## src/hdl/sbphm_pkg.sv

```systemverilog
`timescale 1ns / 1ps
// ----------------------------------------------------------------------------
// sbphm_pkg
// Shared widths, reset values and types of the spectrum band peak hold meter.
// ----------------------------------------------------------------------------
package sbphm_pkg;

  // Default sizes of the meter.
  localparam int BANDS_DEF       = 32;
  localparam int BIN_WIDTH_DEF   = 24;
  localparam int LEVEL_WIDTH_DEF = 16;

  // Fixed field widths.
  localparam int BAND_W  = 5;
  localparam int FLOOR_W = 8;
  localparam int HEAD_W  = 5;
  localparam int DECAY_W = 16;
  localparam int HOLD_W  = 8;
  localparam int AGE_W   = 8;

  // Signed dB value in 1/16 dB steps, and the clamped span below full level.
  localparam int DB_W   = 16;
  localparam int SPAN_W = 12;

  // Configuration port.
  localparam int CFG_ADDR_W = 5;
  localparam int CFG_DATA_W = 32;

  // Register reset values.
  localparam logic [FLOOR_W-1:0] FLOOR_RST       = 8'hBA;  // -70 dB
  localparam logic [HEAD_W-1:0]  HEAD_RST        = 5'd0;
  localparam logic [DECAY_W-1:0] LEVEL_DECAY_RST = 16'd51118;
  localparam logic [DECAY_W-1:0] PEAK_DECAY_RST  = 16'd60293;
  localparam logic [HOLD_W-1:0]  HOLD_RST        = 8'd18;

  // A finished band maximum handed from the power front end to the sequencer.
  typedef struct packed {
    logic              valid;
    logic [BAND_W-1:0] band;
  } job_t;

endpackage

```

## src/hdl/sbphm_div.sv

```systemverilog
`timescale 1ns / 1ps
// ----------------------------------------------------------------------------
// sbphm_div
// Restoring divider that gives the fraction num/den, num < den, one bit a cycle.
// ----------------------------------------------------------------------------
module sbphm_div
  import sbphm_pkg::*;
#(
  parameter int QW = LEVEL_WIDTH_DEF
) (
  input  logic              clk,
  input  logic              rst,
  input  logic              start,
  input  logic [SPAN_W-1:0] num,
  input  logic [SPAN_W-1:0] den,
  output logic              done,
  output logic [QW-1:0]     quo
);

  localparam int CW = $clog2(QW + 1);

  logic              busy;
  logic [CW-1:0]     cnt;
  logic [SPAN_W-1:0] rem;
  logic [SPAN_W:0]   r2;
  logic [SPAN_W:0]   diff;
  logic              take;

  // One trial subtraction of the doubled remainder.
  always_comb begin
    r2   = {rem, 1'b0};
    diff = r2 - {1'b0, den};
    take = (r2 >= {1'b0, den});
  end

  always_ff @(posedge clk) begin
    if (rst) begin
      busy <= 1'b0;
      done <= 1'b0;
    end else begin
      done <= 1'b0;
      if (start) begin
        rem  <= num;
        quo  <= '0;
        cnt  <= CW'(QW);
        busy <= 1'b1;
      end else if (busy) begin
        rem <= take ? diff[SPAN_W-1:0] : r2[SPAN_W-1:0];
        quo <= {quo[QW-2:0], take};
        cnt <= cnt - 1'b1;
        if (cnt == CW'(1)) begin
          busy <= 1'b0;
          done <= 1'b1;
        end
      end
    end
  end

endmodule

```

## config.mk

```make
export PLATFORM = sky130hd
export DESIGN_NAME = sbphm_div
export DESIGN_NICKNAME = d
export VERILOG_FILES = /design/src/hdl/sbphm_pkg.sv /design/src/hdl/sbphm_div.sv
export SDC_FILE = /design/constraint.sdc
export NUM_CORES = 1
export LEC_CHECK = 0
export CAP_MARGIN = 30
export CORE_MARGIN = 1.5
export CORE_UTILIZATION = 60
export CTS_CLUSTER_SIZE = 30
export DETAILED_ROUTE_END_ITERATION = 10
export DONT_BUFFER_PORTS = 1
export PLACE_DENSITY = 0.76
export SYNTH_ARGS = -nofsm -noshare
export SYNTH_HDL_FRONTEND = slang
export SYNTH_SLANG_ARGS = --single-unit
```

## constraint.sdc

```tcl
create_clock -name clk -period 5.3 [get_ports clk]
set_input_delay 0 -clock clk [delete_from_list [all_inputs] [get_ports clk]]
set_output_delay 0 -clock clk [all_outputs]
set_load 0.03 [all_outputs]
```

== Yosys cells after proc, flatten, opt, wreduce, memory -nomap -nowiden ==
Cells that the tools add are included.
Widths: inputs -> output; s select.
Word-level totals
  output and inout bits: 17
  bits in registers: 35
Cells by class
  magnitude comparators: 1
  bitwise logic cells: 2
  add/sub/neg operators: 2
  equal/unequal tests: 1
  reductions and logical operators: 3
  mux-type cells: 9
Operators by type and width (number)
  $mux 12: 3
  $mux 16: 1
  $ge 13x12->1: 1
  $sub 12x12->12: 1
  $eq 5x1->1 const B: 1
  $mux 5: 1
  $sub 5x1->5 const B: 1
  $mux 1: 4
  $reduce_or 3->1: 1
  $not 1->1: 2
  $reduce_and 2->1: 1
  $reduce_bool 2->1: 1

== Longest topological paths before layout ==
  depth in word-level cells: 4
  gate-level depth with buffers: 9

== Worst setup path after synthesis ==
OpenSTA, ideal clock, no wires.
  path type: input -> register
  from: input port start
  to: register cnt[0], enable pin
  stages on the path: 3
  data required time: 4.876 ns
  library setup time: 0.424 ns
  data arrival time: 1.809 ns
  setup slack: 3.067 ns
  cell sequence: clkbuf_1 -> nor2_1 -> nor2_1
Between the ends
  longest elaborated chain between the ends: 2
RTL lines
  from (decl): line sbphm_div.sv:13  | input logic start,
  $reduce_bool 2->1 (no line)
  $reduce_and 2->1 (no line)
  to (signal assigned): line sbphm_div.sv:45  | cnt <= CW'(QW);
  to (signal assigned): line sbphm_div.sv:50  | cnt <= cnt - 1'b1;
  to (decl): line sbphm_div.sv:23  | logic [CW-1:0] cnt;
No other way between the ends.
A chain may end at the register's enable or synchronous reset.

== Worst setup path after layout ==
  from: register rem[1]
  to: register rem[1], data pin
Between the ends
  longest elaborated chain between the ends: 4
RTL lines
  from (decl): line sbphm_div.sv:24  | logic [SPAN_W-1:0] rem;
  from (signal assigned): line sbphm_div.sv:43  | rem <= num;
  from (signal assigned): line sbphm_div.sv:48  | rem <= take ? diff[SPAN_W-1:0] : r2[SPAN_W-1:0];
  $ge 13x12->1: line sbphm_div.sv:33  | take = (r2 >= {1'b0, den});
  $mux 12: line sbphm_div.sv:48
  $mux 12: line sbphm_div.sv:47  | end else if (busy) begin
  $mux 12: line sbphm_div.sv:42  | if (start) begin
No other way between the ends. The select of a mux whose other input is x is not followed.

==> summary.md <==
| Metric | Value |
|---|---|
| Hold WC Path Type | `primary input to flip-flop` |
| Period utilization | `0.525` |
| Worst vdd ir | `0.259 mV` |
| Diode count | `0` |
| Drt first pass iters | `4` |
| ANT nets after route | `0` |
| Clock Sinks | `35` |
| Die area | `0.00406 mm2` |
| Top-area cell type share of the netlist area | `0.448` |
| Vias post-DR | `1591` |
| Mapped Area | `0.00221 mm2` |
| Hold Path Stages | `2` |
| Initial Utilization | `0.642` |
| PD cells | `324 mW/mm2` |
| Grt ovf | `0` |
| Clock transition at path regs | `0.07 ns` |
| Post-synth EDFFs | `33` |
| CTS Root Cell | `clkbuf_8` |
| CTS tree | `yes` |
| MaxCap Viol Count | `0` |
| Iteration-0 DRC Markers | `111` |
| Min-delay src | `start` |
| Worst-margin pin slew | `0.951 ns` |
| Drt via density | `5.94` |
| Clock power share | `0.348` |
| Internal power | `0.596 mW` |
| CTS max path bufs | `2` |
| First-pass GRT wire length | `7530 um` |
| DP HPWL | `2950 um` |
| Flop pwr share | `0.436` |
| CTS H-tree lvls | `2` |
| Die height | `63.7 um` |
| Ys Warns | `0` |
| WL/cell | `16.6 um` |
| Area delta synth->final | `14.3%` |
| Psw | `0.223 mW` |
| R2R depth | `7` |
| CP Launch Type | `flip-flop` |
| Drt drc | `0` |
| Vias in the first global route | `1604` |
| Hold Path End | `rem[1]$_DFFE_PP_` |
| Share of cells above drive strength 1 | `0.0901` |
| Port bufs | `0` |
| F_max | `0.359 GHz` |
| Total CTS buffers | `5` |
| Max-slew violations | `0` |
| Final clock skew | `0.00785 ns` |
| DIE WIDTH | `63.7 um` |
| Initial antenna violation count | `0` |
| Most frequent cell after synthesis | `edfxtp_1` |
| Status | `complete, no violations` |
| Critical path type | `flip-flop to flip-flop` |
| Mapped Cells | `208` |
| Netlist cell types | `45` |
| Register bit total from synthesis | `35` |
| Clock Latency Late Sink | `0.29 ns` |
| Post-CTS sizing | `0` |
| Syn Area/Cell | `10.6 um2` |
| Sw frac | `0.273` |
| Syn nets | `250` |
| CP Max Fanout | `11` |
| RSZ-0062 raised after global routing | `false` |
| Count of final setup violators | `0` |
| Leak Pwr | `0.959 nW` |
| Core area | `0.00344 mm2` |
| Reg2reg end | `rem[1]$_DFFE_PP_` |
| Seq/Total Area, Yosys | `0.467` |
| Data arrival, critical path | `2.82 ns` |
| Final Critical Period | `2.78 ns` |
| Post-synth ARST share | `0` |
| Setup ws final | `2.52 ns` |
| RR Startpoint | `rem[1]$_DFFE_PP_` |
| Final hold violation count | `0` |
| Top cells by count, synth | `33 x edfxtp_1, 22 x nor2b_1, 17 x nor2_1` |
| Row count | `21` |
| Setup TNS | `0 ns` |
| Slew headroom | `0.365` |
| Total routed wirelength | `4440 um` |
| # IOs | `44` |
| Place WS | `2.65 ns` |
| Top FF cell, synth | `edfxtp_1` |
| Gp weighted congestion | `0.863` |
| Nets | `263` |
| Synth top area cells | `edfxtp_1 45%, ha_1 7.9%, nor2b_1 6.2%` |
| Largest net degree at the start of global routing | `44` |
| Setup crit end kind | `flip-flop` |
| Worst Path Required | `5.33 ns` |
| Overall routing resource usage | `0.236` |
| Largest area contributor in the netlist | `edfxtp_1` |
| Combinational power share | `0.215` |
| Worst reg-to-reg setup slack | `2.52 ns` |
worst max-delay path, stage by stage, from the launching register on:
cell	delay [ns]
edfxtp_1	0.42
ha_1	0.36
o211ai_1	0.19
a21o_1	0.19
a31oi_2	0.12
o2111ai_1	0.79
a21oi_1	0.14
o31a_1	0.32
kinds of logic after synthesis:
kind of cell	share of synthesized area
AND/OR/NAND/NOR	0.177
XOR/XNOR	0.0396
buffers and inverters	0.0481
flip-flops	0.467
adder cells (fa/ha/maj)	0.0883
AO/OA/AOI/OAI	0.181
worst max path at each step:
stage / slack, ns / cells past startpoint / start / to
2_1_floorplan: 3.07 / 3 / start / cnt[0]$_SDFFCE_PP0P_
3_3_place_gp: 2.79 / 7 / rem[1]$_DFFE_PP_ / rem[1]$_DFFE_PP_
6_report: 2.52 / 7 / rem[1]$_DFFE_PP_ / rem[1]$_DFFE_PP_
5_1_grt: 2.33 / 7 / rem[1]$_DFFE_PP_ / rem[1]$_DFFE_PP_
3_5_place_dp: 2.65 / 7 / rem[1]$_DFFE_PP_ / rem[1]$_DFFE_PP_
4_1_cts: 2.58 / 7 / rem[1]$_DFFE_PP_ / rem[1]$_DFFE_PP_
metrics by stage:
step	power [mW]	hold slack [ns]	cell area, um2	util	instances
3_3_place_gp	0.517	0.0778	2240	0.650	246
5_1_grt	0.858	0.0362	2520	0.734	268
3_5_place_dp	0.523	0.0804	2240	0.650	246
2_1_floorplan	0.498	0.0761	2210	-	208
6_report	0.819	0.0202	2520	0.734	268
4_1_cts	0.820	0.0172	2520	0.734	268
sequential cells by signal, summed over array words and instances, names as in the netlist:
signal and cells:
quo 16, rem 12, cnt 5, busy 1, done 1
cell type report:
cell class,instances,area [um2]
clock inverters,3,67.6
multi-input cells,147,1070
repair buffers,16,165
inverters,16,60.1
clock buffers,5,68.8
fillers,251,917
flip-flops and latches,35,1030
well taps,46,57.6
routing by layer:
metal / routed length, um / vias to the layer above / GRT usage / share of wire
li1: - / 792 / - / -
met4: 59 / 0 / 0.0571 / 0.013
met3: 196 / 9 / 0.0482 / 0.044
met1: 2010 / 737 / 0.321 / 0.45
met2: 2170 / 53 / 0.389 / 0.49
met5: 0 / - / 0 / 0
power groups by stage:
stage | Combinational (mW) | Sequential (mW) | Clock, mW
after floorplan | 0.138 | 0.359 | 0
after global placement | 0.154 | 0.363 | 0
after detailed placement | 0.159 | 0.363 | 0
after CTS | 0.175 | 0.357 | 0.288
after global routing | 0.197 | 0.359 | 0.302
final | 0.176 | 0.357 | 0.285
cells in the final DEF, fill, tap and decap left out, drive strengths merged, types with 2 or more instances in the layout:
| cell | instances |
|---|---|
| o31ai | 4 |
| xor2 | 5 |
| bufinv | 2 |
| dfxtp | 2 |
| nor2 | 18 |
| a211o | 2 |
| o21ai | 6 |
| clkbuf | 5 |
| a31oi | 3 |
| edfxtp | 33 |
| a21o | 2 |
| ha | 14 |
| dlygate4sd3 | 13 |
| o31a | 2 |
| a32oi | 3 |
| nand4b | 5 |
| xnor2 | 5 |
| nor3 | 3 |
| o2111ai | 2 |
| nor2b | 22 |
| o21a | 2 |
| nand2b | 5 |
| nand4 | 2 |
| inv | 16 |
| a21oi | 10 |
| nor3b | 2 |
| buf | 3 |
| o311ai | 6 |
| nand2 | 11 |
repair_timing:
| item | in CTS | in global routing |
|---|---|---|
| setup buffers | 0 | 0 |
| endpoints found under the hold margin | 39 | 0 |
| hold buffers | 14 | 0 |
Note: power is estimated with default switching activity, not from simulation.
