File: config.mk
export PLATFORM = sky130hd
export DESIGN_NAME = sbphm_pow
export DESIGN_NICKNAME = d
export VERILOG_FILES = /design/src/hdl/sbphm_pkg.sv /design/src/hdl/sbphm_pow.sv
export SDC_FILE = /design/constraint.sdc
export NUM_CORES = 2
export LEC_CHECK = 0
export ABC_AREA = 1
export BUFFER_PORTS_ARGS = -buffer_cell sky130_fd_sc_hd__buf_4
export CORE_AREA = 10 10 416 418
export CTS_CLUSTER_SIZE = 25
export DETAILED_ROUTE_END_ITERATION = 16
export DIE_AREA = 0 0 426 428
export MAX_ROUTING_LAYER = met4
export PLACE_DENSITY = 0.53
export RECOVER_POWER = 100
export SLEW_MARGIN = 25
export SYNTH_ARGS = -nofsm -noshare
export SYNTH_HDL_FRONTEND = slang
export SYNTH_SLANG_ARGS = --single-unit
export TNS_END_PERCENT = 30
File: constraint.sdc
create_clock -name clk -period 6.5 [get_ports clk]
set_clock_uncertainty 0.2 [all_clocks]
set_input_delay 0.975 -clock clk [delete_from_list [all_inputs] [get_ports clk]]
set_output_delay 0.975 -clock clk [all_outputs]
set_load 0.05 [all_outputs]
File: src/hdl/sbphm_pkg.sv
`timescale 1ns / 1ps
// ----------------------------------------------------------------------------
// sbphm_pkg
// Shared widths, reset values and types of the spectrum band peak hold meter.
// ----------------------------------------------------------------------------
package sbphm_pkg;

  // Default sizes of the meter.
  localparam int BANDS_DEF       = 32;
  localparam int BIN_WIDTH_DEF   = 24;
  localparam int LEVEL_WIDTH_DEF = 16;

  // Fixed field widths.
  localparam int BAND_W  = 5;
  localparam int FLOOR_W = 8;
  localparam int HEAD_W  = 5;
  localparam int DECAY_W = 16;
  localparam int HOLD_W  = 8;
  localparam int AGE_W   = 8;

  // Signed dB value in 1/16 dB steps, and the clamped span below full level.
  localparam int DB_W   = 16;
  localparam int SPAN_W = 12;

  // Configuration port.
  localparam int CFG_ADDR_W = 5;
  localparam int CFG_DATA_W = 32;

  // Register reset values.
  localparam logic [FLOOR_W-1:0] FLOOR_RST       = 8'hBA;  // -70 dB
  localparam logic [HEAD_W-1:0]  HEAD_RST        = 5'd0;
  localparam logic [DECAY_W-1:0] LEVEL_DECAY_RST = 16'd51118;
  localparam logic [DECAY_W-1:0] PEAK_DECAY_RST  = 16'd60293;
  localparam logic [HOLD_W-1:0]  HOLD_RST        = 8'd18;

  // A finished band maximum handed from the power front end to the sequencer.
  typedef struct packed {
    logic              valid;
    logic [BAND_W-1:0] band;
  } job_t;

endpackage

File: src/hdl/sbphm_pow.sv
`timescale 1ns / 1ps
// ----------------------------------------------------------------------------
// sbphm_pow
// Bin power front end: squares each bin and tracks the band's running maximum.
// ----------------------------------------------------------------------------
module sbphm_pow
  import sbphm_pkg::*;
#(
  parameter int BIN_WIDTH = BIN_WIDTH_DEF
) (
  input  logic                        clk,
  input  logic                        rst,
  input  logic                        accept,
  input  logic [BAND_W-1:0]           band,
  input  logic signed [BIN_WIDTH-1:0] bin_real,
  input  logic signed [BIN_WIDTH-1:0] bin_imag,
  input  logic                        band_end,
  output job_t                        job,
  output logic [2*BIN_WIDTH-1:0]      mx
);

  localparam int PW = 2 * BIN_WIDTH;

  logic                 v1;
  logic                 v2;
  logic [BIN_WIDTH-1:0] mag_re;
  logic [BIN_WIDTH-1:0] mag_im;
  logic [BAND_W-1:0]    band1;
  logic [BAND_W-1:0]    band2;
  logic                 end1;
  logic                 end2;
  logic [PW-1:0]        sq_re;
  logic [PW-1:0]        sq_im;
  logic [PW-1:0]        run_max;
  logic [PW-1:0]        power;
  logic [PW-1:0]        max_next;

  // The sum of two squares cannot carry out of PW bits.
  always_comb begin
    power    = sq_re + sq_im;
    max_next = (power > run_max) ? power : run_max;
  end

  // Control: valid flags, running maximum and the job pulse.
  always_ff @(posedge clk) begin
    if (rst) begin
      v1        <= 1'b0;
      v2        <= 1'b0;
      run_max   <= '0;
      job.valid <= 1'b0;
    end else begin
      v1        <= accept;
      v2        <= v1;
      job.valid <= v2 && end2;
      if (v2) begin
        run_max <= end2 ? '0 : max_next;
      end
    end
  end

  // Payload: magnitudes, squares and the band maximum at the end of a band.
  always_ff @(posedge clk) begin
    if (accept) begin
      mag_re <= bin_real[BIN_WIDTH-1] ? BIN_WIDTH'(-bin_real) : BIN_WIDTH'(bin_real);
      mag_im <= bin_imag[BIN_WIDTH-1] ? BIN_WIDTH'(-bin_imag) : BIN_WIDTH'(bin_imag);
      band1  <= band;
      end1   <= band_end;
    end
    if (v1) begin
      sq_re <= PW'(mag_re) * PW'(mag_re);
      sq_im <= PW'(mag_im) * PW'(mag_im);
      band2 <= band1;
      end2  <= end1;
    end
    if (v2 && end2) begin
      mx       <= max_next;
      job.band <= band2;
    end
  end

endmodule

# Word level (Yosys, flattened, before mapping)
# Cells that the tools add are included.
dict set report classes {
  bitwise 0
  div 0
  magnitude_cmp 1
  reduce_logical 1
  add_sub_neg 3
  n_eq_ne 0
  n_mux 4
  shift 0
  n_mul 2
}
# op n
set ops {}
lappend ops {{multiplier 24 x 24 -> 48 bit} 2}
lappend ops {{2-to-1 mux 48 bit} 2}
lappend ops {{adder 48 bit} 1}
lappend ops {{greater-than comparator 48 bit} 1}
lappend ops {{negator 24 bit} 2}
lappend ops {{2-to-1 mux 23 bit} 2}
lappend ops {{logical AND 1 bit} 1}
dict set report totals {
  latchBits 0
  rom_bits 0
  n_memories 0
  in_bits 57
  out_inout_bits 54
  wordCells 27
  ff_bits 260
  ram_bits 0
}

# Logic depth before layout (Yosys ltp)
dict set report depth {
  ltp_word 4
  depth_mapped 30
  ltp_nobuf 29
}

# Least setup slack after synthesis
# No wires, ideal clock.
dict set report synth_path {
  kind {register -> register}
  start {register mag_im[14]}
  end {register sq_im[34], data pin}
  path_stages_with_launch 28
  n_path_buf 1
  t_required_ns 6.041
  arrival_time_ns 5.986
  period_less_slack_ns 6.445
  slack_ns 0.055
  setup_ns 0.259
  cell_sequence {edfxtp_1 clkbuf_1 nand2_1 fa_1 inv_1 fa_1 inv_1 fa_1 inv_1 fa_1 inv_1 fa_1 inv_1 fa_1 inv_1 fa_1 inv_1 ha_1 nand2_1 o21ai_0 a21oi_1 nand2_1 nand2_1 nand2_1 nand2_1 inv_1 or2_1 xor2_1}
}
dict set report synth_via {
  elab_chain_len 1
}
# item line
set synth_rtl {}
lappend synth_rtl {{start, declared} sbphm_pow.sv:27} ;# logic [BIN_WIDTH-1:0] mag_im;
lappend synth_rtl {{start signal, assigned} sbphm_pow.sv:65} ;# mag_im <= bin_imag[BIN_WIDTH-1] ? BIN_WIDTH'(-bin_imag) : BIN_WIDTH'(bin_imag);
lappend synth_rtl {{multiplier 24 x 24 -> 48 bit} sbphm_pow.sv:71} ;# sq_im <= PW'(mag_im) * PW'(mag_im);
lappend synth_rtl {{end signal, assigned} sbphm_pow.sv:71}
lappend synth_rtl {{end, declared} sbphm_pow.sv:33} ;# logic [PW-1:0] sq_im;
# Every way passes these cells.
# A chain may end at the register's enable or synchronous reset.

# Worst setup path in the final report
# Ends and elaborated chain as after synthesis.

==> impl_metrics.tcl <==
set metrics [dict create \
    synth.distinct_cells 51 \
    hold_class "flip-flop to flip-flop" \
    dpl.hpwl_um 115000 \
    synth-edff-count 207 \
    timing.critical_path.mode_cell "fa_1" \
    worstSkewPairLatency_ns 0.62 \
    synth_top_cell_by_area "fa_1" \
    ctsHoldBuffers 0 \
    cts_tree "yes" \
    cts.root.buffer_cell "clkbuf_16" \
    cts.reportedPaths.clkPinSlew_ns 0.08 \
    async_reset_ff_frac 0 \
    setup.worst_path.end_class "flip-flop" \
    failed_checks "capacitance limit, slew limit" \
    crit_path_max_incr_delay_ns 0.53 \
    final-setup-viol-count 0 \
    relSlewSlack -1.63 \
    area_growth_pct 24.8 \
    syn-instance-count 6025 \
    route.detailed.drc 0 \
    yosysWarnings 0 \
    finish.net_count 8084 \
    routed_via_density 4.32 \
    antenna_violations_before_repair 0 \
    drive_above_1_share 0.198 \
    fin_crit_sh 0.998 \
    antenna_cells_inserted 0 \
    floorplan.initialDensity 0.298 \
    final_routed_wirelength_across_all_metal_layers_um 136000 \
    clock_tree.buffer_depth 3 \
    synth-seq-cells 258 \
    globalRouteTotalUtil 0.152 \
    netlist_area_um2 49000 \
    slew_violations 266 \
    vias_in_the_first_global_route 40800 \
    first_pass_grt_wire_length_um 218000 \
    design.core.area_um2 164000 \
    place_congestion 0.909 \
    timing.critical_path.required_ns 6.69 \
    cp_max_fo 4 \
    place.port_buffers 110 \
    postSynthNetCount 7376 \
    synthTopCellsByArea "fa_1 34%, inv_1 14%, edfxtp_1 13%" \
    finalHoldViolCount 0 \
    drt-wirelength-per-cell_um 15.2 \
    cts.htree.levels 1 \
    worst_ep_arrival_time_ns 6.67 \
    firstDrtPassIters 6 \
    synth.top_cell.area_share 0.345 \
    synth_flop_cell "edfxtp_1" \
    crit_path_top_delay_cell "fa_1" \
    max_slew.worst_pin.slew_ns 3.94 \
    cap_violations 5 \
    yosysSeqAreaShare 0.148 \
    status "complete, but fails checks" \
    layout.cells.non_filler 8944 \
    final.fill_count 16900 \
    start_kind "flip-flop" \
    globalRoute.totalOverflow 0 \
    numCtsBuffers 29 \
    num_io_pins 111 \
    rsz0062_at_grt "yes" \
    clock.fmax_mhz 154 \
    clkSinkCount 258 \
    die_y_um 428 \
    finalWorstPathRequiredPeriod_ns 6.49 \
    synth.avg_cell_area_um2 8.14 \
    criticalPathCategory "flip-flop to flip-flop" \
    vias 38700 \
    drt_iter0_drc 1992 \
    route.antenna.remaining_nets 0 \
    die-area_um2 182000 \
    grt_start_max_net_pins 56 \
    dp_cells 8792 \
    floorplan.rows 149 \
    die_width_um 426 \
]
==> worst max-delay path: cells and delay by family (launching register included) <==
kind	cells	cell delay [ns]
fa+ha+maj	8	3.83
buf+inv	12	0.82
simple gates	9	0.80
flops	1	0.44
xor+xnor	1	0.14
==> Yosys cell counts (2+ instances only) <==
cell	instances
inv_1	1835
nand2_1	1340
fa_1	844
ha_1	450
nor2_1	277
a21oi_1	208
edfxtp_1	207
nand3_1	134
xor2_1	121
clkbuf_1	119
o21ai_0	85
dfxtp_1	51
and2_1	49
xnor2_1	48
nand4_1	26
a21oi_2	21
nor3_1	21
nand2_4	20
nand3_2	20
nand3b_1	18
a31oi_1	15
a21o_1	14
nor4_1	12
o21bai_1	11
o21ai_1	10
o21a_1	9
or2_2	8
buf_2	7
a21boi_0	5
inv_2	5
and3_1	4
a211oi_1	3
nand2_2	3
nor3_2	3
buf_12	2
buf_4	2
o211ai_1	2
o31ai_1	2
or2_1	2
==> registers in the layout, summed over array words and instances (netlist names) <==
name,cells
mx,48
run_max,48
sq_im,47
sq_re,47
mag_im,24
mag_re,24
job,6
band1,5
band2,5
end1,1
end2,1
v1,1
v2,1
==> metal layers <==
metal	vias up	GRT usage	wire length [um]
li1	19000	-	-
met1	18900	0.197	61100
met2	580	0.254	66500
met3	186	0.0118	4460
met4	0	0.0417	4310
met5	-	-	0
==> through the flow <==
stage	setup TNS (ns)	hold slack [ns]	util	setup WS (ns)	area (um2)
after global placement	-6.86	0.202	0.346	-0.355	56900
final	0	0.219	0.372	0.0138	61200
after CTS	-0.744	0.220	0.358	-0.0591	58900
after floorplan	0	0.200	-	0.0547	49000
after global routing	-6.89	0.232	0.372	-0.241	61200
after detailed placement	-7.73	0.205	0.346	-0.378	56900
==> layout make-up <==
cell class | instances | area [um2] | area share
sequential | 258 | 7240 | 0.118
tap | 2189 | 2740 | 0.0448
clock buffer | 34 | 774 | 0.0127
multi-input combinational | 3795 | 36700 | 0.600
inverter | 1841 | 6920 | 0.113
clock inverter | 19 | 246 | 0.00403
timing repair buffer | 808 | 6530 | 0.107
==> cell families (layout without fill, tap and decap cells) <==
| family | count (synthesis) | in the layout | synth area share |
|---|---|---|---|
| buffers and inverters | 1972 | 2702 | 0.152 |
| AND/OR/NAND/NOR | 1941 | 1941 | 0.166 |
| adder cells (fa/ha/maj) | 1294 | 1294 | 0.459 |
| AO/OA/AOI/OAI | 391 | 391 | 0.0448 |
| flip-flops | 258 | 258 | 0.148 |
| XOR/XNOR | 169 | 169 | 0.0302 |
==> path summary, 6_finish.rpt <==
path                            cells past startpoint  slack, ns         to  startpoint
worst max-delay path                               30       0.01  sq_im[34]  mag_im[14]
worst min-delay path                                0       0.22     job[2]    band2[2]
worst max register to register                     30       0.01  sq_im[34]  mag_im[14]
worst min register to register                      0       0.22     job[2]    band2[2]
==> layout by cell type (no fill, tap or decap), types with 14 or more instances in the layout <==
| cell | n |
|---|---|
| inv_2 | 63 |
| buf_12 | 31 |
| buf_4 | 641 |
| buf_6 | 55 |
| nand4_1 | 26 |
| xnor2_1 | 44 |
| nand2_1 | 1245 |
| fa_2 | 42 |
| clkbuf_16 | 31 |
| ha_1 | 396 |
| and2_1 | 49 |
| nand3_1 | 126 |
| a21o_1 | 14 |
| o21ai_2 | 23 |
| o21ai_1 | 18 |
| nor2_2 | 26 |
| a21oi_1 | 145 |
| nand3_2 | 27 |
| nor2_1 | 216 |
| edfxtp_1 | 207 |
| nand2_2 | 75 |
| o21ai_0 | 49 |
| a21oi_2 | 64 |
| ha_4 | 48 |
| fa_1 | 802 |
| xor2_1 | 112 |
| nor2_4 | 37 |
| clkbuf_1 | 65 |
| inv_1 | 1773 |
| a21oi_4 | 20 |
| nand3b_1 | 18 |
| dfxtp_1 | 51 |
| nor3_1 | 17 |
| nand2_4 | 43 |
==> timing repair <==
item,CTS,global route
gates cloned,2,2
pin swaps,29,223
endpoints found under the setup margin,55,66
setup buffers,38,63
gates resized for setup,148,539
Power is not shown: default switching activity piles up to over one toggle a cycle in this logic, so the estimate is an artifact.
