## src/hdl/sbphm_pkg.sv

```systemverilog
`timescale 1ns / 1ps
// ----------------------------------------------------------------------------
// sbphm_pkg
// Shared widths, reset values and types of the spectrum band peak hold meter.
// ----------------------------------------------------------------------------
package sbphm_pkg;

  // Default sizes of the meter.
  localparam int BANDS_DEF       = 32;
  localparam int BIN_WIDTH_DEF   = 24;
  localparam int LEVEL_WIDTH_DEF = 16;

  // Fixed field widths.
  localparam int BAND_W  = 5;
  localparam int FLOOR_W = 8;
  localparam int HEAD_W  = 5;
  localparam int DECAY_W = 16;
  localparam int HOLD_W  = 8;
  localparam int AGE_W   = 8;

  // Signed dB value in 1/16 dB steps, and the clamped span below full level.
  localparam int DB_W   = 16;
  localparam int SPAN_W = 12;

  // Configuration port.
  localparam int CFG_ADDR_W = 5;
  localparam int CFG_DATA_W = 32;

  // Register reset values.
  localparam logic [FLOOR_W-1:0] FLOOR_RST       = 8'hBA;  // -70 dB
  localparam logic [HEAD_W-1:0]  HEAD_RST        = 5'd0;
  localparam logic [DECAY_W-1:0] LEVEL_DECAY_RST = 16'd51118;
  localparam logic [DECAY_W-1:0] PEAK_DECAY_RST  = 16'd60293;
  localparam logic [HOLD_W-1:0]  HOLD_RST        = 8'd18;

  // A finished band maximum handed from the power front end to the sequencer.
  typedef struct packed {
    logic              valid;
    logic [BAND_W-1:0] band;
  } job_t;

endpackage

```

## src/hdl/sbphm_log.sv

```systemverilog
`timescale 1ns / 1ps
// ----------------------------------------------------------------------------
// sbphm_log
// Multi-cycle power to dB converter: normalize, log2 polynomial, dB scaling.
// ----------------------------------------------------------------------------
module sbphm_log
  import sbphm_pkg::*;
#(
  parameter int BIN_WIDTH = BIN_WIDTH_DEF
) (
  input  logic                   clk,
  input  logic                   rst,
  input  logic                   start,
  input  logic [2*BIN_WIDTH-1:0] power,
  output logic                   done,
  output logic signed [DB_W-1:0] db16
);

  localparam int PW         = 2 * BIN_WIDTH;
  localparam int K          = $clog2(PW);
  localparam int NW         = 1 << K;
  localparam int SW         = $clog2(K);
  localparam int LOG_OFFSET = 2 * (BIN_WIDTH - 1);
  localparam int CORR_MUL   = 22;
  localparam int L2W        = 26;
  localparam int PRW        = L2W + 24;
  localparam logic signed [23:0] DB_SCALE = 24'sd3156528;  // 16*10*log10(2), Q16

  typedef enum logic [2:0] {
    L_IDLE,
    L_NORM,
    L_POLY,
    L_CORR,
    L_DB,
    L_RND
  } log_state_t;

  log_state_t            state;
  logic [NW-1:0]         norm;
  logic [K-1:0]          lz;
  logic [SW-1:0]         step;
  logic [K-1:0]          sh;
  logic [NW-1:0]         top_mask;
  logic [NW+15:0]        ext;
  logic [15:0]           x_n;
  logic [15:0]           x_q;
  logic [32:0]           prod_full;
  logic [30:0]           prod;
  logic [35:0]           corr_full;
  logic [13:0]           corr;
  logic signed [7:0]     de;
  logic signed [L2W-1:0] l2;
  logic signed [PRW-1:0] dbp;
  logic [PRW-1:0]        rnd;

  // Datapath terms of the current step.
  always_comb begin
    sh        = K'(1) << step;
    top_mask  = ~({NW{1'b1}} >> sh);
    ext       = {norm, 16'h0000};
    x_n       = ext[NW+14 -: 16];
    prod_full = 33'(x_n) * (33'(17'h10000) - 33'(x_n));
    corr_full = 36'(prod) * 36'(CORR_MUL);
    corr      = corr_full[35:22];
    rnd       = dbp + (PRW'(1) << 31);
  end

  // Sequencer: a binary leading-one search, then one multiply per step and a rounding step.
  always_ff @(posedge clk) begin
    if (rst) begin
      state <= L_IDLE;
      done  <= 1'b0;
    end else begin
      done <= 1'b0;
      unique case (state)
        L_IDLE: begin
          if (start) begin
            norm  <= NW'(power);
            lz    <= '0;
            step  <= SW'(K - 1);
            state <= L_NORM;
          end
        end
        L_NORM: begin
          if ((norm & top_mask) == '0) begin
            norm <= norm << sh;
            lz   <= lz + sh;
          end
          if (step == '0) begin
            state <= L_POLY;
          end else begin
            step <= step - 1'b1;
          end
        end
        L_POLY: begin
          x_q   <= x_n;
          de    <= 8'(NW - 1) - 8'(lz) - 8'(LOG_OFFSET);
          prod  <= prod_full[30:0];
          state <= L_CORR;
        end
        L_CORR: begin
          l2    <= (L2W'(de) <<< 16) + L2W'(x_q) + L2W'(corr);
          state <= L_DB;
        end
        L_DB: begin
          dbp   <= PRW'(l2) * PRW'(DB_SCALE);
          state <= L_RND;
        end
        L_RND: begin
          db16  <= rnd[32+DB_W-1:32];
          done  <= 1'b1;
          state <= L_IDLE;
        end
        default: state <= L_IDLE;
      endcase
    end
  end

endmodule

```

## config.mk

```make
export PLATFORM = sky130hd
export DESIGN_NAME = sbphm_log
export DESIGN_NICKNAME = d
export VERILOG_FILES = /design/src/hdl/sbphm_pkg.sv /design/src/hdl/sbphm_log.sv
export SDC_FILE = /design/constraint.sdc
export NUM_CORES = 2
export LEC_CHECK = 0
export BUFFER_PORTS_ARGS = -buffer_cell sky130_fd_sc_hd__buf_2
export CORE_MARGIN = 4
export CORE_UTILIZATION = 44
export DETAILED_ROUTE_END_ITERATION = 12
export HOLD_SLACK_MARGIN = 0.12
export PLACE_DENSITY_LB_ADDON = 0.25
export SLEW_MARGIN = 0
export SYNTH_ARGS = -nofsm -noshare
export SYNTH_HDL_FRONTEND = slang
export SYNTH_SLANG_ARGS = --single-unit
```

## constraint.sdc

```tcl
create_clock -name clk -period 30 [get_ports clk]
set_input_delay 1.5 -clock clk [delete_from_list [all_inputs] [get_ports clk]]
set_output_delay 1.5 -clock clk [all_outputs]
set_load 0.05 [all_outputs]
```

== After elaboration in Yosys (flattened, before gate mapping) ==
Index checks and enable logic that the tools add are counted.

* Add/subtract/negate cells: 8
* Multipliers: 3
* Div/mod/pow operators: 0
* Order comparisons: 0
* Eq/ne operators: 9
* Shift-type cells: 3
* Muxes and demuxes: 13
* Bitwise logic cells: 3
* Reduce and logical (&&, ||, !) cells: 11

{| class="wikitable"
|+ Operators by type and width
! operator !! count
|-
| 2-to-1 mux 64 bit || 2
|-
| one-hot mux 64 bit (2 select lines) || 1
|-
| AND 64 bit || 1
|-
| zero test 64 bit || 1
|-
| NOT 64 bit || 1
|-
| left shift 64 x 6 -> 64 bit || 1
|-
| right shift 64 x 6 -> 64 bit (first input constant) || 1
|-
| adder 48 x 33 -> 48 bit (second input constant) || 1
|-
| multiplier 26 x 19 -> 44 bit (second input constant) || 1
|-
| multiplier 31 x 4 -> 35 bit (second input constant) || 1
|-
| multiplier 17 x 18 -> 31 bit || 1
|-
| adder 25 x 15 -> 26 bit || 1
|-
| adder 24 x 17 -> 25 bit || 1
|-
| subtractor 17 x 16 -> 18 bit (first input constant) || 1
|-
| one-hot mux 3 bit (5 select lines) || 1
|-
| 2-to-1 mux 3 bit || 4
|-
| 2-to-1 mux 6 bit || 2
|-
| one-hot mux 6 bit (2 select lines) || 1
|-
| AND reduction 2 bit || 5
|-
| inequality test 2 bit (second input constant) || 4
|-
| AND reduction 4 bit || 2
|-
| subtractor 7 x 7 -> 8 bit (second input constant) || 1
|-
| subtractor 6 x 6 -> 7 bit (first input constant) || 1
|-
| adder 6 bit || 1
|-
| 10 further kinds || 13
|}

* Bits in registers: 218
* Latch bits: 0
* Bits in writable memories: 0
* Bits in read-only memories: 0
* Input port bits: 51
* Output and inout bits: 17
* Memories: 0

== Logic depth before layout (Yosys ltp) ==
* Depth in word-level cells: 7
* Depth in mapped cells: 31
* Gate-level depth less buffers: 29

== Worst setup path before layout ==
No wires, ideal clock.

* Kind: register to register
* Start point: register step[0]
* End point: register lz[0], enable pin
* Arrival: 8873 ps
* Required time: 29329 ps
* Setup slack: 20456 ps
* Stages on the path, launching flop included: 13
* Buffers on the path: 3
* Path through: edfxtp_1 inv_1 ha_1 clkbuf_1 nand2_1 buf_2 buf_1 nand2_1 nand3_1 o2111ai_1 nor4_1 a31oi_1 nor4_1

* Word-level cells in the longest chain between the ends: 7

{| class="wikitable"
|+ Ends and longest elaborated chain
! item !! line !! source
|-
| start, declared || sbphm_log.sv:41 || <nowiki>logic [SW-1:0] step;</nowiki>
|-
| start signal, assigned || sbphm_log.sv:80 || <nowiki>step <= SW'(K - 1);</nowiki>
|-
| start signal, assigned || sbphm_log.sv:92 || <nowiki>step <= step - 1'b1;</nowiki>
|-
| left shift 1 x 3 -> 6 bit || sbphm_log.sv:58 || <nowiki>sh = K'(1) << step;</nowiki>
|-
| right shift 64 x 6 -> 64 bit || sbphm_log.sv:59 || <nowiki>top_mask = ~({NW{1'b1}} >> sh);</nowiki>
|-
| NOT 64 bit || sbphm_log.sv:59 ||
|-
| AND 64 bit || sbphm_log.sv:85 || <nowiki>if ((norm & top_mask) == '0) begin</nowiki>
|-
| zero test 64 bit || sbphm_log.sv:85 ||
|-
| inequality test 2 bit (no source line) || - ||
|-
| AND reduction 4 bit (no source line) || - ||
|-
| end signal, assigned || sbphm_log.sv:87 || <nowiki>lz <= lz + sh;</nowiki>
|-
| end, declared || sbphm_log.sv:40 || <nowiki>logic [K-1:0] lz;</nowiki>
|}

No other way between the ends.
A chain may end at the register's enable or synchronous reset.

== Worst setup path in the final report ==
* Start point: register norm[50]
* End point: register prod[25] (data pin)

* Word-level cells in the longest chain between the ends: 2

{| class="wikitable"
|+ Ends and longest elaborated chain
! item !! line !! source
|-
| start, declared || sbphm_log.sv:39 || <nowiki>logic [NW-1:0] norm;</nowiki>
|-
| start signal, assigned || sbphm_log.sv:78 || <nowiki>norm <= NW'(power);</nowiki>
|-
| start signal, assigned || sbphm_log.sv:86 || <nowiki>norm <= norm << sh;</nowiki>
|-
| subtractor 17 x 16 -> 18 bit || sbphm_log.sv:62 || <nowiki>prod_full = 33'(x_n) * (33'(17'h10000) - 33'(x_n));</nowiki>
|-
| multiplier 17 x 18 -> 31 bit * || sbphm_log.sv:62 ||
|-
| net prod_full[25] || sbphm_log.sv:47 || <nowiki>logic [32:0] prod_full;</nowiki>
|-
| end signal, assigned || sbphm_log.sv:98 || <nowiki>prod <= prod_full[30:0];</nowiki>
|-
| end, declared || sbphm_log.sv:48 || <nowiki>logic [30:0] prod;</nowiki>
|}

The timed path passes the listed nets; every way through them passes the cells marked *.

==> flow_summary.yaml <==
worst_setup_path:
  critical-path-slowest-cell: "sky130_fd_sc_hd__edfxtp_1"
  startpoint_type: "register"
  worst-path-max-fanout: 23
  critPathBufInv: 3
  worst_path_most_repeated_cell: "sky130_fd_sc_hd__fa_1"
  criticalPathCategory: "reg2reg"
  cpLargestDelayFamily: "adder cells"
  critical_path.reg2reg.startpoint: "norm[50]"
  setup.worst_path.end_class: "register"
  crit_arrival_ps: 8410
  worst-endpoint-required_ps: 30230
  setup.reg_to_reg.worst_slack_ps: 21830
  worst_r2r_path_depth: 26
  timing.rr.end: "prod[25]"
  worst_path_largest_cell_delay_ps: 730
routing:
  via_per_inst: 5.32
  dr_wl_met3_um: 4600
  post-route-drc-count: 0
  iteration_0_drc_count_of_the_detailed_router: 1610
  antenna_left: 0
  detailroute.via_count: 21400
  detail_route.first_pass.iterations: 6
  detailroute.wirelength.met2_um: 33900
  detail_route.wl_per_cell_um: 18.3
  wl_met1_um: 33100
  wl_um: 73800
  uppermost_signal_routing_layer_after_detailed_routing: "met4"
final_layout:
  n_antenna_cell: 0
  layout.core_utilization: 0.471
  drive_above_1_share: 0.0491
  layout.cells.non_filler: 4030
  finish.net_count: 3962
  syn_to_final_growth_pct: 6.01
timing:
  unrepaired_setup_endpoints_after_global_routing: "no"
  transition_time_at_the_pin_with_the_least_slew_margin_ps: 1090
  maxSlewHeadroom: 0.274
  timing.hold.ws_ps: 562
  post-route-min-period_ps: 8170
  timing.final.hold_violations: 0
  totalNegativeSetupSlack_ps: 0
  post-route-period-util: 0.272
  worst_clock_skew_ps: 17.8
  maxSlewViolCount: 0
  top_achievable_clock_speed_mhz: 122
  timing.final.setup_violations: 0
global_route:
  grt_use_total: 0.213
  global_route_wire_length_before_repair_um: 120000
  initial_antenna_violation_count: 1
  overflow: 0
  maximum_number_of_pins_on_one_net_before_global_route_repair: 80
  grt_pass1_vias: 22100
pwr:
  max-vdd-ir-drop_mv: 0.133
  power_leakage_nw: 15.6
  power.density_nw_per_um2: 66.4
floorplan:
  dieArea_um2: 72200
  initial_core_util: 0.444
  fp.coreArea_um2: 67300
  io_pins: 68
  floorplan.rows: 95
  die_width_um: 269
  die_h_um: 269
place:
  post-dp-hpwl_um: 58800
  port_buffers: 67
  place.detailed.instances: 4000
  globalplace.congestion: 0.937
cts:
  max-clock-path-buffers: 2
  cts-root-buf: "sky130_fd_sc_hd__clkbuf_16"
  post_cts_resize_count: 0
  worstSkewPairLatency_ps: 490
  clock-sinks: 190
  cts_setup_buffers: 0
  tritoncts_buffers: 17
  ctsHoldBuffers: 0
  tritoncts: "yes"
  cts_max_level: 4
  clk_transition_reported_paths_ps: 80
synth:
  most_common_flop_cell_mapped_by_yosys: "sky130_fd_sc_hd__edfxtp_1"
  synthCells: 3141
  synth_commonest_cells: "689 x sky130_fd_sc_hd__inv_1, 415 x sky130_fd_sc_hd__ha_1, 350 x sky130_fd_sc_hd__fa_1"
  synthTopCellsByArea: "sky130_fd_sc_hd__fa_1 23%, sky130_fd_sc_hd__edfxtp_1 19%, sky130_fd_sc_hd__ha_1 17%"
  synth.top_cell.area_share: 0.234
  synth_warnings: 0
  synth.distinct_cells: 74
  synth_seq_cells: 190
  yosysSeqAreaShare: 0.190
  mappedNetlistArea_um2: 29900
  synth_async_sr_flop_share: 0
  syn_area_per_cell_um2: 9.51
  synth-edff-count: 186
  synth_top_cell_by_area: "sky130_fd_sc_hd__fa_1"
  synth.most_common_cell: "sky130_fd_sc_hd__inv_1"
flow_run:
  drv_cap: 0
min_path:
  hold_depth: 1
  min-delay-start: "lz[0]"
  hold_class: "reg2reg"
  min_delay_endpoint: "de[0]"
status:
  outcome: "completed"
-- power by group --
part	internal, mW	switching [mW]	total [mW]	leakage [nW]
sequential	0.377	0.0103	0.388	1.73
combinational	0.617	0.874	1.49	13.6
clock	0.109	0.116	0.224	0.266
-- layout make-up --
| cell class | count | area (um^2) |
|---|---|---|
| clock inverters | 13 | 128 |
| flip-flops and latches | 190 | 5670 |
| multi-input cells | 2145 | 21200 |
| inverters | 694 | 2610 |
| clock buffers | 17 | 425 |
| repair buffers | 98 | 568 |
| fillers | 6461 | 35600 |
| well taps | 873 | 1090 |
-- layer usage --
layer / vias up / track usage
met2: 635 / 0.344
met1: 10500 / 0.296
met3: 135 / 0.0353
met5: - / 0
li1: 10200 / -
met4: 0 / 0.0640
-- flip-flops by register name, summed over array words and instances, names as in the netlist --
| register | cells |
|---|---|
| lz | 6 |
| dbp | 17 |
| state | 3 |
| norm | 64 |
| done | 1 |
| db16 | 16 |
| step | 3 |
| de | 8 |
| l2 | 26 |
| x_q | 16 |
| prod | 30 |
-- placed cells by master (no fill, tap or decap), drive strengths merged, types with 27 or more instances in the layout --
cell type  instances
nor2              89
buf               98
ha               415
o21ai             96
mux2i            176
edfxtp           186
nor2b            101
nor3              27
xnor2             92
a21oi            123
and2              28
fa               350
nand2            194
inv              698
a21o              35
xor2              31
nand2b           122
-- kinds of logic after synthesis --
logic type	count (synthesis)	synth area share
other	2	0.000251
and+or+nand+nor	648	0.111
AOI/OAI and AO/OA	418	0.0912
DFF	190	0.190
muxes	179	0.0605
xor gates and xnor gates	123	0.0360
adders and majority gates	765	0.408
buffers and inverters	816	0.103
-- worst max path at each step --
stage,start,endpoint,slack [ps],cells after the start
global placement,norm[50],prod[25],22050,26
detailed placement,norm[50],prod[25],21860,26
global route,norm[50],prod[25],21310,26
floorplan,step[0],lz[0],20460,12
CTS,norm[50],prod[25],21820,26
finish,norm[50],prod[25],21830,26
-- metrics by stage --
step	instance area, um^2	power (mW)	worst slack, ps
after global routing	31700	2.32	21310
after global placement	31100	1.87	22050
after floorplan	29900	1.49	20460
final	31700	2.10	21830
after CTS	31700	2.11	21820
after detailed placement	31100	1.87	21860
Note: power is estimated with default switching activity, not from simulation.
