### config.mk
export PLATFORM = sky130hd
export DESIGN_NAME = sbphm_ram
export DESIGN_NICKNAME = d
export VERILOG_FILES = /design/src/hdl/sbphm_ram.sv
export SDC_FILE = /design/constraint.sdc
export NUM_CORES = 1
export LEC_CHECK = 0
export BUFFER_PORTS_ARGS = -buffer_cell sky130_fd_sc_hd__buf_2
export CORE_MARGIN = 1.5
export CORE_UTILIZATION = 40
export CTS_CLUSTER_SIZE = 14
export DETAILED_ROUTE_END_ITERATION = 16
export PLACE_DENSITY = 0.56
export SYNTH_ARGS = -nofsm -noshare
export SYNTH_HDL_FRONTEND = slang
export SYNTH_SLANG_ARGS = --single-unit
### constraint.sdc
create_clock -name clk -period 2.6 [get_ports clk]
set_input_delay 0.26 -clock clk [delete_from_list [all_inputs] [get_ports clk]]
set_output_delay 0.26 -clock clk [all_outputs]
set_load 0.02 [all_outputs]
### src/hdl/sbphm_ram.sv
`timescale 1ns / 1ps
// ----------------------------------------------------------------------------
// sbphm_ram
// Generic single-write, single-read RAM with a registered read port.
// ----------------------------------------------------------------------------
module sbphm_ram #(
  parameter int WIDTH = 8,
  parameter int DEPTH = 32
) (
  input  logic                     clk,
  input  logic                     we,
  input  logic [$clog2(DEPTH)-1:0] waddr,
  input  logic [WIDTH-1:0]         wdata,
  input  logic                     re,
  input  logic [$clog2(DEPTH)-1:0] raddr,
  output logic [WIDTH-1:0]         rdata
);

  logic [WIDTH-1:0] mem [DEPTH];

  // Write port, and a read port that holds its data until the next read.
  always_ff @(posedge clk) begin
    if (we) begin
      mem[waddr] <= wdata;
    end
    if (re) begin
      rdata <= mem[raddr];
    end
  end

endmodule

---- Word-level counts from Yosys, hierarchy flattened ----
Memory sizes are Yosys's and may differ from the RTL's. A register that Yosys moved wholly into a read port is not among the register bits.
Cells that the tools add are included.
storage, ports and cells
  memory bits (writable) .................. 256
  output and inout bits ................... 8
  input bits .............................. 21
  register bits ........................... 0
  memories ................................ 1
operators by class
  multiplexer cells ....................... 2
memories
  name  depth  bits a word  rd ports  clocked after memory_dff  write ports  RTL line  text
  mem   32     8            1         1                         1            19        logic [WIDTH-1:0] mem [DEPTH];
operator list
  kind     count
  $mux W1  2

---- Logic depth before layout (Yosys ltp) ----
Gate-level depths: netlist of run 1.
  depth after elaboration ................. 2
  mapped depth ............................ 5

---- Worst setup path before layout of run 1 ----
No wires, ideal clock.
  path type ............................... input-to-reg
  from .................................... input port raddr[2]
  to ...................................... register rdata[0], read port of mem, data pin
  path slack .............................. 398 ps
  data arrival time ....................... 1942 ps
  data required time ...................... 2340 ps
  stages on the path ...................... 5
  library setup time ...................... 260 ps
  cells stage by stage .................... clkbuf_1 -> clkbuf_1 -> mux4_2 -> mux4_2 -> mux2_2
RTL lines
  item         RTL line  text
  from (decl)  15        input logic [$clog2(DEPTH)-1:0] raddr,
  to (decl)    16        output logic [WIDTH-1:0] rdata

==> results of run 1 <==
-- through the flow --
step | area (sq um) | util (%)
finish | 11800 | 47.2
global route | 11800 | 47.2
CTS | 11800 | 47.2
detailed placement | 10900 | 43.7
global placement | 10900 | 43.7
floorplan | 10100 | -
-- registers in the layout, indices dropped and copies added (netlist names) --
name,cells
mem,256
rdata,8
-- worst paths after layout --
check	slack [ns]	endpoint	start
max reg2reg	0.64	rdata[5]$_DFFE_PP_	mem[4][5]$_DFFE_PP_
min reg2reg	0.99	rdata[7]$_DFFE_PP_	mem[18][7]$_DFFE_PP_
max	0.64	rdata[5]$_DFFE_PP_	mem[4][5]$_DFFE_PP_
min	0.09	rdata[5]$_DFFE_PP_	re
-- routing by layer --
metal | vias up | track usage [%]
met5 | - | 0
met2 | 127 | 24.9
li1 | 1933 | -
met3 | 25 | 2.45
met4 | 0 | 4.42
met1 | 2397 | 25.5
-- report_power, final --
| part | total (mW) | internal, mW | switching, mW |
|---|---|---|---|
| clock network | 3.79 | 2.28 | 1.50 |
| logic | 0.467 | 0.205 | 0.263 |
| registers | 4.77 | 4.75 | 0.0166 |
| total | 9.02 | 7.24 | 1.78 |
-- logic make-up (layout without fill, tap and decap cells) --
group                  Yosys count  after routing  synth area share [%]
muxes                           88             88                  18.7
DFF                            264            264                  78.2
and+or+nand+nor                 45             45                  2.05
buffers and inverters           20            113                  1.05
-- area by class of cell --
type,instances,area [sq um]
well taps,330,413
clock inverters,17,185
repair buffers,66,503
multi-input cells,133,2100
clock buffers,30,687
flip-flops and latches,264,7930
fillers,2011,13200
-- placed cells by master (no fill, tap or decap), drive strengths merged --
| cell type | instances |
|---|---|
| buf | 66 |
| bufinv | 4 |
| clkbuf | 30 |
| clkinv | 12 |
| clkinvlp | 1 |
| edfxtp | 264 |
| mux2 | 8 |
| mux4 | 80 |
| nand2 | 1 |
| nand3 | 2 |
| nand3b | 5 |
| nor2 | 33 |
| or3 | 1 |
| or3b | 3 |
-- worst max-delay path, cell delays in order, from the launching register on --
cell and delay [ns]:
edfxtp_1 0.37, mux4_2 0.52, mux4_2 0.53, mux2_2 0.30
==> impl_metrics.yaml, run 1 <==
power_and_ir_drop:
  leakage_nw: 3.75
  ir_drop_uv: 398
  power_mw: 9.02
  power_density_nw_per_um2: 763
clocking:
  post-cts-setup-buffers: 0
  clk_pin_slew_ns: 0.06
  h-tree-depth: 1
  cts.sinks: 264
  cts_hold_buf: 0
  cts_tree: "built"
  numCtsBuffers: 26
  cts_buffer_depth: 3
  clock_latency_ns: 0.53
  cts-resized-gates: 0
  cts_root_buffer: "clkbuf_16"
floorplanning:
  rows: 58
  core_sq_um: 25000
  initial_core_util_pct: 40.5
  fp.dieArea_sq_um: 26300
  die_h_um: 162
  ioPinCount: 29
  die_w_um: 162
global_routing:
  overflow: 0
  antenna_found_initial: 0
  grt_usage_pct: 16.6
  grt_pass1_wl_um: 31000
  grt_max_degree: 33
  first_global_vias: 4595
yosys:
  synth_top_area_cell: "edfxtp_1"
  ys_ff_latch: 264
  ys_seq_area_share_pct: 78.2
  ys.flop_type: "edfxtp_1"
  synth_most_common_cell: "edfxtp_1"
  ys_warn_count: 0
  syn_inst: 417
  syn-num-nets: 438
  synth_edf_count: 264
  syn_avg_cell_area_sq_um: 24.3
  async_reset_ff_share_pct: 0
  ys_types: 14
  synth.top_cells.by_count: "edfxtp_1 (264), mux4_2 (80), nor2_1 (33)"
  syn_area_sq_um: 10100
  yosys-top-cells-area: "edfxtp_1 (78%), mux4_2 (18%), nor2_1 (1.2%)"
  synthDominantCellAreaShare_pct: 78.2
timing:
  setup_viol: 0
  post-route-period-util_pct: 75.4
  hold_slack_ns: 0.0898
  hold_viol_final: 0
  finalSetupTns_ns: 0
  clock.fmax_mhz: 510
  relSlewSlack_pct: 48.0
  worstMarginPinSlew_ns: 0.776
  drv_slew: 0
  worst_slack_ns: 0.639
  fin_worst_skew_ns: 0.00854
  rsz0062_at_grt: "false"
  period_needed_ns: 1.96
place:
  routabilityCongestion: 0.738
  place_ws_ns: 0.154
  dp_cells: 793
  portBuffers: 28
  post-dp-hpwl_um: 13400
layout:
  fin_nets: 512
  drive_gt1_share_pct: 39.0
  area_growth_pct: 16.6
  fin_cells: 840
  antenna_cells: 0
outcome:
  status: "finished, final reports clean"
critical_path:
  worstRegToRegCells: 3
  worst-setup-path-type: "reg2reg"
  critPathMaxFanout: 1
  end_kind: "register"
  cp.arrival_ns: 2.24
  start_kind: "register"
  required_ns: 2.88
routing:
  routed_via_density: 5.34
  wire_per_inst_um: 24.6
  wl_um: 20700
  wl_met2_um: 9600
  m1WireLength_um: 9610
  dr.max_layer_used: "met4"
  antenna_left: 0
  drc: 0
  dr.pass1.iters: 5
  drt_iter0_markers: 470
  met3_wirelength_um: 1060
  num_vias: 4482
hold_path:
  hp-class: "in2reg"
  hold_depth: 1
job:
  drv_cap: 0
No activity file was read; power rests on OpenSTA's default activity.
==> run 2: changes to the inputs <==
Clock period 2.6 ns to 2 ns, I/O delays scaled along.
==> run 2 against run 1 <==
Net effect: sequential power grew 30%; total power rose by 33%; clock skew grew 0.0049 ns; global-route usage up 0.25 points; sequential share of layout area decreased by 0.86 points; critical endpoint is now rdata[7]$_DFFE_PP_; highest routed layer unchanged.
==> impl_metrics.yaml, run 2 (synthesis results as in run 1) <==
clocking:
  cts_buffer_depth: 3
  clock_latency_ns: 0.53
  post-cts-setup-buffers: 0
  cts-resized-gates: 0
  clk_pin_slew_ns: 0.06
  numCtsBuffers: 28
  cts_tree: "built"
  cts_hold_buf: 0
  cts_root_buffer: "clkbuf_16"
  cts.sinks: 264
  h-tree-depth: 1
global_routing:
  grt_max_degree: 33
  grt_usage_pct: 16.8
  overflow: 0
  first_global_vias: 4700
  grt_pass1_wl_um: 31600
  antenna_found_initial: 0
hold_path:
  hp-start: "re"
  hp-class: "in2reg"
critical_path:
  required_ns: 2.27
  r2r_slack_ns: 0.04
  r2r-start: "mem[29][7]$_DFFE_PP_"
  critPathMaxFanout: 1
  worst-setup-path-type: "reg2reg"
  crit_family: "multiplexers"
  crit_chain: "mux4_2, mux4_2, mux2_2"
  end_kind: "register"
  crit_end: "rdata[7]$_DFFE_PP_"
  worst-path-stages: 3
  path_buf_inv: 0
  start_kind: "register"
  max_stage_delay_ns: 0.54
  cp.arrival_ns: 2.23
  path_common_cell: "mux4_2"
  r2r_end: "rdata[7]$_DFFE_PP_"
  worstRegToRegCells: 3
  slowest_stage: "mux4_2"
  cp-startpoint: "mem[29][7]$_DFFE_PP_"
timing:
  clock.fmax_mhz: 511
  relSlewSlack_pct: 55.0
  finalSetupTns_ns: 0
  worstMarginPinSlew_ns: 0.674
  fin_worst_skew_ns: 0.0134
  hold_viol_final: 0
  post-route-period-util_pct: 97.8
  worst_slack_ns: 0.0432
  drv_slew: 0
  hold_slack_ns: 0.0422
  setup_viol: 0
  rsz0062_at_grt: "false"
  period_needed_ns: 1.96
routing:
  drc: 0
  drt_iter0_markers: 466
  num_vias: 4549
  antenna_left: 0
  wire_per_inst_um: 24.8
  dr.pass1.iters: 4
  wl_um: 21100
  routed_via_density: 5.35
layout:
  fin_area_sq_um: 12000
  reg.largest.list: "mem (256), rdata (8)"
  drive_gt1_share_pct: 39.3
  regMostFlops: "mem"
  antenna_cells: 0
  area_growth_pct: 18.1
  largest_register_ffs: 256
  fin_nets: 522
  layout_common_cells: "edfxtp_1 (264), mux4_2 (80), buf_4 (38)"
  final_common_cell: "edfxtp_1"
  fill_cells: 2039
  fin_cells: 851
floorplanning:
  die_h_um: 162
  initial_core_util_pct: 40.5
  rows: 58
  fp.dieArea_sq_um: 26300
  die_w_um: 162
  ioPinCount: 29
  core_sq_um: 25000
place:
  routabilityCongestion: 0.755
  portBuffers: 28
  place_area_sq_um: 11000
  dp_cells: 801
  post-dp-hpwl_um: 13700
  place_ws_ns: -0.360
outcome:
  status: "finished, final reports clean"
job:
  drv_cap: 0
power_and_ir_drop:
  leakage_nw: 3.82
  ir_drop_uv: 557
  power_density_nw_per_um2: 1000
==> run 2: metal layers <==
metal,global-route usage [%],share of wire (%),up-vias
li1,-,-,1958
met1,25.3,46,2432
met2,26.2,48,134
met3,2.53,5.2,25
met4,3.84,1.4,0
met5,0,0,-
==> run 2: power breakdown <==
part	switching, mW	internal [mW]	total (mW)	leakage [nW]
logic	0.353	0.284	0.636	0.987
registers	0.0218	6.18	6.20	2.38
clock network	1.99	3.14	5.14	0.452
total	2.37	9.60	12.0	3.82
==> run 2: cell type report <==
cell class	count	area, sq um	share of cell area, %
clock buffers	33	741	6.19
clock inverters	17	188	1.57
multi-input cells	133	2100	17.5
flip-flops and latches	264	7930	66.2
well taps	330	413	3.45
repair buffers	74	601	5.02
==> run 2: worst min-delay path by stage <==
stage,to,cells after the start
detailed placement,rdata[5]$_DFFE_PP_,1
CTS,rdata[1]$_DFFE_PP_,1
finish,rdata[1]$_DFFE_PP_,1
global placement,rdata[5]$_DFFE_PP_,1
floorplan,mem[0][0]$_DFFE_PP_,0
global route,rdata[1]$_DFFE_PP_,1
==> run 2: metrics by stage <==
step | util, % | total power, mW
after floorplan | - | 6.66
after global placement | 44.1 | 6.95
after detailed placement | 44.1 | 6.97
after CTS | 47.8 | 12.1
after global routing | 47.8 | 12.3
final | 47.8 | 12.0
==> run 2: worst register-to-register path, cell delays in order, from the launching register on <==
cell and delay [ns]:
edfxtp_1 0.36, mux4_2 0.51, mux4_2 0.54, mux2_2 0.29
==> run 3: changes to the inputs <==
Settings changed: CORE_UTILIZATION 40 to 46, MAX_ROUTING_LAYER set to met4, PLACE_DENSITY 0.56 to 0.63.
==> run 3 against run 2 <==
Net effect: core utilization rose by 7.0 points; largest power group unchanged; global-route usage rose by 3.2 points; critical path type unchanged; sequential share of layout area rose by 0.49 points; critical endpoint is now rdata[2]$_DFFE_PP_; via count rose by 2.3%; wire length rose by 0.21%; total power fell by 2.9%; design area fell by 0.73%; sequential power barely moved; sequential cell count did not move.
==> impl_metrics.yaml, run 3 (synthesis results as in run 1) <==
outcome:
  status: "finished, final reports clean"
clocking:
  numCtsBuffers: 26
  post-cts-setup-buffers: 0
  cts_tree: "built"
  cts_buffer_depth: 3
  cts_root_buffer: "clkbuf_16"
  clk_pin_slew_ns: 0.06
  cts-resized-gates: 0
  cts.sinks: 264
  clock_latency_ns: 0.53
  cts_hold_buf: 0
  h-tree-depth: 1
routing:
  routed_via_density: 5.74
  num_vias: 4655
  drc: 0
  drt_iter0_markers: 328
  wl_um: 21200
  antenna_left: 0
  wire_per_inst_um: 26.1
  dr.pass1.iters: 4
global_routing:
  antenna_found_initial: 1
  grt_max_degree: 33
  grt_pass1_wl_um: 31200
  overflow: 0
  grt_usage_pct: 20.0
  first_global_vias: 4822
critical_path:
  critPathMaxFanout: 1
  required_ns: 2.27
  cp.arrival_ns: 2.23
  worst-setup-path-type: "reg2reg"
  end_kind: "register"
  start_kind: "register"
layout:
  utilization_pct: 54.8
  area_growth_pct: 17.2
  final_common_cell: "edfxtp_1"
  largest_register_ffs: 256
  layout_common_cells: "edfxtp_1 (264), mux4_2 (80), buf_4 (52)"
  fill_cells: 1584
  fin_nets: 532
  reg.largest.list: "mem (256), rdata (8)"
  regMostFlops: "mem"
  drive_gt1_share_pct: 40.0
timing:
  drv_slew: 0
  worst_slack_ns: 0.0365
  post-route-period-util_pct: 98.2
  hold_viol_final: 0
  period_needed_ns: 1.96
  clock.fmax_mhz: 509
  rsz0062_at_grt: "false"
  fin_worst_skew_ns: 0.0118
  setup_viol: 0
  worstMarginPinSlew_ns: 0.644
  relSlewSlack_pct: 57.1
place:
  portBuffers: 28
  place_ws_ns: -0.308
  routabilityCongestion: 0.770
  post-dp-hpwl_um: 13500
job:
  drv_cap: 0
hold_path:
  hp-class: "in2reg"
floorplanning:
  die_w_um: 151
  die_h_um: 151
  rows: 54
  fp.dieArea_sq_um: 22900
  core_sq_um: 21700
  ioPinCount: 29
  initial_core_util_pct: 46.7
power_and_ir_drop:
  leakage_nw: 3.83
  ir_drop_uv: 520
  power_density_nw_per_um2: 978
## run 3: power by group
part	total [mW]	switching, mW	internal [mW]
combinational	0.635	0.346	0.289
clock	4.78	1.95	2.83
sequential	6.20	0.0260	6.18
total	11.6	2.32	9.30
## run 3: path summary, 6_finish.rpt
check                           cells past startpoint                 end  slack [ns]            startpoint
worst max register to register                      3  rdata[2]$_DFFE_PP_        0.04  mem[15][2]$_DFFE_PP_
worst min-delay path                                1  rdata[6]$_DFFE_PP_        0.06                    re
worst max-delay path                                3  rdata[2]$_DFFE_PP_        0.04  mem[15][2]$_DFFE_PP_
worst min register to register                      3  rdata[5]$_DFFE_PP_        0.99  mem[18][5]$_DFFE_PP_
## run 3: layer usage
metal  wire (um)  track usage, %  vias to the layer above
met5           0               -                        -
met4         433            5.73                        0
met3        1720            5.12                       37
met2        9990            29.8                      165
met1        9030            27.7                     2473
li1            -               -                     1980
## run 3: stage by stage
stage / instances / power [mW] / hold WS, ns / setup TNS [ns] / cell area (sq um)
CTS: 810 / 11.7 / 0.0491 / 0 / 11900
detailed placement: 763 / 6.97 / 0.595 / -2.20 / 11000
global placement: 763 / 6.95 / 0.597 / -2.11 / 11000
finish: 811 / 11.6 / 0.0613 / 0 / 11900
floorplan: 417 / 6.66 / 0.299 / 0 / 10200
global route: 811 / 12.0 / 0.0496 / 0 / 11900
## run 3: area by class of cell
cell class,count,area [sq um],share of cell area [%]
timing repair buffer,86,666,5.60
tap,280,350,2.95
sequential,264,7930,66.7
clock inverter,15,141,1.19
multi-input combinational,133,2100,17.7
antenna,1,2.50,0.0211
clock buffer,32,694,5.84
## run 3: worst max-delay path: stages, from the launching register on
cell and delay [ns]:
edfxtp_1 0.36, mux4_2 0.53, mux4_2 0.52, mux2_2 0.29
